$ cat src/rtl/core/rlfm_pkg.sv
// Package for the radial light falloff mask unit.
// Holds payload and sideband types, fixed-point widths and constants.
// No dependencies.
package rlfm_pkg;

  localparam int MaxDim   = 4096;
  localparam int CfgW     = 13;
  localparam int CoordW   = 12;
  localparam int ValW     = 8;
  localparam int CfgIdxW  = 2;

  localparam logic [CfgW-1:0] WidthRst  = CfgW'(108);
  localparam logic [CfgW-1:0] HeightRst = CfgW'(26);

  // front end
  localparam int NumW  = 19;  // 100*coord + 50, 42*W, 106*H
  localparam int SNumW = 20;  // signed offset numerator
  localparam int MagW  = 19;  // |numerator| inside the frame, up to 106*H
  localparam int DenW  = 20;  // radius denominators
  localparam int DivW  = 35;  // mag*2^16 + den/2
  localparam int FracW = 16;

  // divider
  localparam int RemW  = 36;
  localparam int QuoW  = 17;

  // t and t^3
  localparam int SqW       = 34;
  localparam int SumW      = 35;
  localparam int AccW      = 40;
  localparam int NW        = 22;
  localparam int RecipProdW = 45;
  localparam int RecipSh   = 26;
  localparam logic [RecipProdW-1:0] Recip10 = RecipProdW'(6710887);
  localparam logic [AccW-1:0] RoundTerm = AccW'(327680);
  localparam int QW        = 19;
  localparam int TW        = 19;
  localparam logic [TW-1:0] OneQ16 = TW'(65536);
  localparam int TsqW      = 38;
  localparam int CubeFullW = 57;
  localparam int CubeSh    = 32;
  localparam int CubeW     = 24;

  // byte search
  localparam int KW    = 9;
  localparam int KsqW  = 18;
  localparam int ProdW = 42;
  localparam logic [ProdW-1:0] Lim = ProdW'(64'd17045913600);

  typedef enum logic [CfgIdxW-1:0] {
    CfgFrameWidth  = 2'd0,
    CfgFrameHeight = 2'd1
  } cfg_idx_e;

  typedef struct packed {
    logic [CoordW-1:0] pixel_x;
    logic [CoordW-1:0] pixel_y;
  } pixel_in_t;

  typedef struct packed {
    logic [ValW-1:0] mask_value;
    logic            outside_frame;
  } mask_out_t;

  typedef struct packed {
    logic valid;
    logic outside;
  } ctl_t;

  typedef struct packed {
    logic [RemW-1:0] rem;
    logic [DenW-1:0] den;
    logic [QuoW-1:0] quo;
  } div_lane_t;

  typedef struct packed {
    logic [ValW-1:0]  m;
    logic [ValW-1:0]  cand;
    logic [KsqW-1:0]  ksq;
    logic [CubeW-1:0] c;
  } root_t;

endpackage

$ cat src/rtl/core/rlfm_cube.sv
// Forms t = 1 + 2.6*(u^2+v^2) in Q3.16 and floor(t^3) in Q.16.
// Five register stages. Depends on rlfm_pkg.
module rlfm_cube (
  input  logic                            clk_i,
  input  logic                            rst_ni,
  input  logic                            en_i,
  input  rlfm_pkg::ctl_t                  ctl_i,
  input  logic [1:0][rlfm_pkg::QuoW-1:0]  quo_i,
  output rlfm_pkg::ctl_t                  ctl_o,
  output logic [rlfm_pkg::CubeW-1:0]      cube_o
);
  import rlfm_pkg::*;

  ctl_t                   ctl_q [5];
  logic [SqW-1:0]         squ_q, sqv_q;
  logic [NW-1:0]          n_q;
  logic [QW-1:0]          q10_q;
  logic [TW-1:0]          t_q;
  logic [TsqW-1:0]        tsq_q;
  logic [CubeW-1:0]       c_q;

  logic [SumW-1:0]        s;
  logic [AccW-1:0]        acc;
  logic [RecipProdW-1:0]  rp;
  logic [TW-1:0]          t_d;
  logic [CubeFullW-1:0]   cube_full;

  always_comb begin
    s         = SumW'(squ_q) + SumW'(sqv_q);
    acc       = AccW'(s) * AccW'(26) + RoundTerm;
    rp        = RecipProdW'(n_q) * Recip10;
    t_d       = OneQ16 + TW'(q10_q);
    cube_full = CubeFullW'(tsq_q) * CubeFullW'(t_q);
  end

  always_ff @(posedge clk_i or negedge rst_ni) begin
    if (!rst_ni) begin
      for (int i = 0; i < 5; i++) ctl_q[i] <= '0;
    end else if (en_i) begin
      ctl_q[0] <= ctl_i;
      for (int i = 1; i < 5; i++) ctl_q[i] <= ctl_q[i-1];
    end
  end

  always_ff @(posedge clk_i) begin
    if (en_i) begin
      squ_q <= SqW'(quo_i[0]) * SqW'(quo_i[0]);
      sqv_q <= SqW'(quo_i[1]) * SqW'(quo_i[1]);
      n_q   <= acc[FracW +: NW];
      q10_q <= rp[RecipSh +: QW];
      t_q   <= t_d;
      tsq_q <= TsqW'(t_d) * TsqW'(t_d);
      c_q   <= cube_full[CubeSh +: CubeW];
    end
  end

  assign ctl_o  = ctl_q[4];
  assign cube_o = c_q;

endmodule

$ cat config.mk
export PLATFORM = sky130hd
export DESIGN_NAME = rlfm_cube
export DESIGN_NICKNAME = d
export VERILOG_FILES = /design/src/rtl/core/rlfm_pkg.sv /design/src/rtl/core/rlfm_cube.sv
export SDC_FILE = /design/constraint.sdc
export NUM_CORES = 2
export LEC_CHECK = 0
export BUFFER_PORTS_ARGS = -buffer_cell sky130_fd_sc_hd__buf_2
export CAP_MARGIN = 10
export CORE_MARGIN = 4
export CORE_UTILIZATION = 55
export CTS_CLUSTER_DIAMETER = 60
export CTS_CLUSTER_SIZE = 20
export DETAILED_ROUTE_END_ITERATION = 12
export PLACE_DENSITY = 0.71
export SYNTH_ARGS = -nofsm -noshare
export SYNTH_HDL_FRONTEND = slang
export SYNTH_SLANG_ARGS = --single-unit
$ cat constraint.sdc
create_clock -name clk_i -period 10.3 [get_ports clk_i]
set_clock_uncertainty 0.1 [all_clocks]
set_input_delay 0.515 -clock clk_i [delete_from_list [all_inputs] [get_ports clk_i]]
set_output_delay 0.515 -clock clk_i [all_outputs]
set_load 0.05 [all_outputs]
==> flow_summary.yaml <==
clock_network:
  cts_sinks: 196
  cts_made_buffers: 17
  cts_tree: "yes"
  cts_setup_buffers: 0
  root_buffer: "clkbuf_16"
  clk_pin_slew_worst_paths_ns: 0.09
  clk_latency_ns: 0.52
  htree_levels: 4
  cts_resized: 0
  cts_buffer_depth: 2
worst_setup_path:
  critPathKind: "register to register"
  max_stage_delay_ns: 0.72
  crit_path_top_delay_cell: "edfxtp_1"
  endpoint_kind: "register"
  crit_required_ns: 10.46
  worst-endpoint-arrival_ns: 8.79
  startpoint_type: "register"
  crit_fanout: 13
detailed_routing:
  dr_total_vias: 43780
  routedWlPerCell_um: 17.00
  antenna_left: 0
  wl_met2_um: 73070
  firstDrtPassIters: 6
  met3_length_um: 7076
  wl_um: 141400
  drt_iter0_drc: 2037
  drc: 0
  met1Wirelength_um: 56610
  top_layer_used: "met5"
  via_per_inst: 5.264
finish:
  nNetsFinal: 8980
  syn_to_final_growth_pct: 3.574
  final_cell_mix: "inv_1, fa_1, ha_1, nand2_1, and2_1"
  drive_gt1_share_pct: 2.650
  fillers: 10150
  final_area_um2: 67150
  seq_area_um2: 5836
  final_common_cell: "inv_1"
  multi_input_area_um2: 50770
logic_synthesis:
  synth_area_um2: 64830
  ys.flop_type: "edfxtp_1"
  ys_ff_latch: 196
  synth_edf_count: 186
  postSynthAreaPerCell_um2: 9.436
  seq_area_frac_synth_pct: 9.002
  yosysWarningCount: 0
  synth_cell_types: 83
  syn-instance-count: 6870
  ys_async_sr_fraction_pct: 5.102
place:
  place.gp.congestion: 0.9235
  port_buffers: 64
  dp_hpwl_um: 117700
  place_ws_ns: 1.818
  place_area_um2: 66530
grt:
  grt_use_total_pct: 24.49
  grt_max_degree: 79
  grt_pass1_wl_um: 242100
  grt_antenna_before_repair: 3
  grt_pass1_vias: 48750
  gr-total-overflow: 0
sta:
  max_freq_ghz: 0.1159
  setup_slack_ns: 1.673
  setup_tns_ns: 0
  period_share_pct: 83.76
  relSlewSlack_pct: 28.66
  setup_viol_count_final: 0
  grt_setup_unrepaired: "no"
  finalWorstPathRequiredPeriod_ns: 8.627
  holdWs_ns: 0.1319
  slew_violations: 0
  tightest_slew_ns: 1.070
  hold_viol: 0
die:
  fp.dieArea_um2: 123400
  fp.dieW_um: 351.3
  core_um2: 116700
  core.rowCount: 125
  fp.dieH_um: 351.3
  start_util_pct: 55.56
  io_pins: 65
flow_run:
  cap_violations: 0
hold_path:
  hold_path_class: "input pin to register"
run_status:
  status: "finished, final reports clean"
synthesized netlist by cell type (5+ instances only):
cell type,count,area (um^2)
nor3b_1,11,82.58
nor4_1,6,37.54
nor2b_1,36,225.2
edfxtp_1,186,5585
nand2_1,712,2673
nand3b_1,8,60.06
o21bai_1,22,165.2
and2_1,456,2853
xnor2_1,150,1314
nand2b_1,30,187.7
ha_1,760,9509
o21ai_0,74,370.4
or4_1,5,37.54
dfrtp_1,10,250.2
xor2_1,81,709.4
nor2_1,158,593.1
nor3_1,34,170.2
a21oi_1,161,805.8
o31a_1,5,43.79
a21boi_0,8,60.06
a31oi_1,12,75.07
o211ai_1,17,127.6
nand4_1,16,100.1
o31ai_1,5,37.54
clkbuf_1,209,784.5
or2_2,15,93.84
mux2_2,13,146.4
o21a_1,23,172.7
and3_1,23,143.9
a21o_1,83,623.1
a211oi_1,16,120.1
inv_1,1975,7413
nand3_1,43,215.2
fa_1,1402,28070
critical path, delay by kind of cell (launching register included):
kind	cells	cell delay, ns
fa+ha+maj	8	4.02
compound gates	10	2.18
buf+inv	7	1.03
flops	1	0.72
simple gates	2	0.28
cell type report:
| cell class | instances | area share, % |
|---|---|---|
| Multi-Input combinational cell | 4487 | 75.61 |
| Inverter | 1977 | 11.05 |
| Sequential cell | 196 | 8.691 |
| Tap cell | 1524 | 2.840 |
| Timing Repair Buffer | 100 | 0.8982 |
| Clock buffer | 17 | 0.6336 |
| Clock inverter | 15 | 0.2683 |
| Antenna cell | 1 | 0.003727 |
metal layers:
metal	vias to the layer above	global-route usage [%]
li1	20150	-
met1	22310	30.29
met2	1034	44.63
met3	280	3.261
met4	4	7.477
met5	-	0
stage by stage:
stage	std cells	utilization, %
3_5_place_dp	8283	57.02
2_1_floorplan	6876	-
3_3_place_gp	8283	57.02
5_1_grt	8316	57.55
6_report	8317	57.55
4_1_cts	8316	57.55
sequential cells by signal, indices dropped and copies added, names as in the netlist:
name / cells
t_q: 19
cube_o: 24
n_q: 22
sqv_q: 33
ctl_o: 2
q10_q: 19
squ_q: 33
tsq_q: 36
ctl_q: 8
kinds of logic after synthesis:
family / share of synthesized area (%)
compound gates: 5.020
xor+xnor: 3.192
fa+ha+maj: 57.96
buf+inv: 12.72
flops: 9.002
mux: 0.2876
other cells: 0.01158
simple gates: 11.81
worst paths after layout:
path | start | slack, ns | end | cells after the start
worst max-delay path | q10_q[16] | 1.67 | tsq_q[36] | 27
worst min-delay path | ctl_i[1] | 0.13 | ctl_q[9] | 2
worst max register to register | q10_q[16] | 1.67 | tsq_q[36] | 27
worst min register to register | ctl_q[8] | 0.40 | ctl_q[6] | 1
max in group asynchronous | rst_ni | 9.61 | ctl_q[4] | 2
min in group asynchronous | rst_ni | 0.30 | ctl_o[1] | 2
what timing repair did:
| item | in CTS | in global routing |
|---|---|---|
| hold buffers | 1 | 0 |
| setup endpoints to repair | 0 | 0 |
| hold endpoints to repair | 10 | 0 |
Power is left out: the tool's default activity adds up to more than one toggle a clock period on the data nets, which glitch-free logic cannot reach.
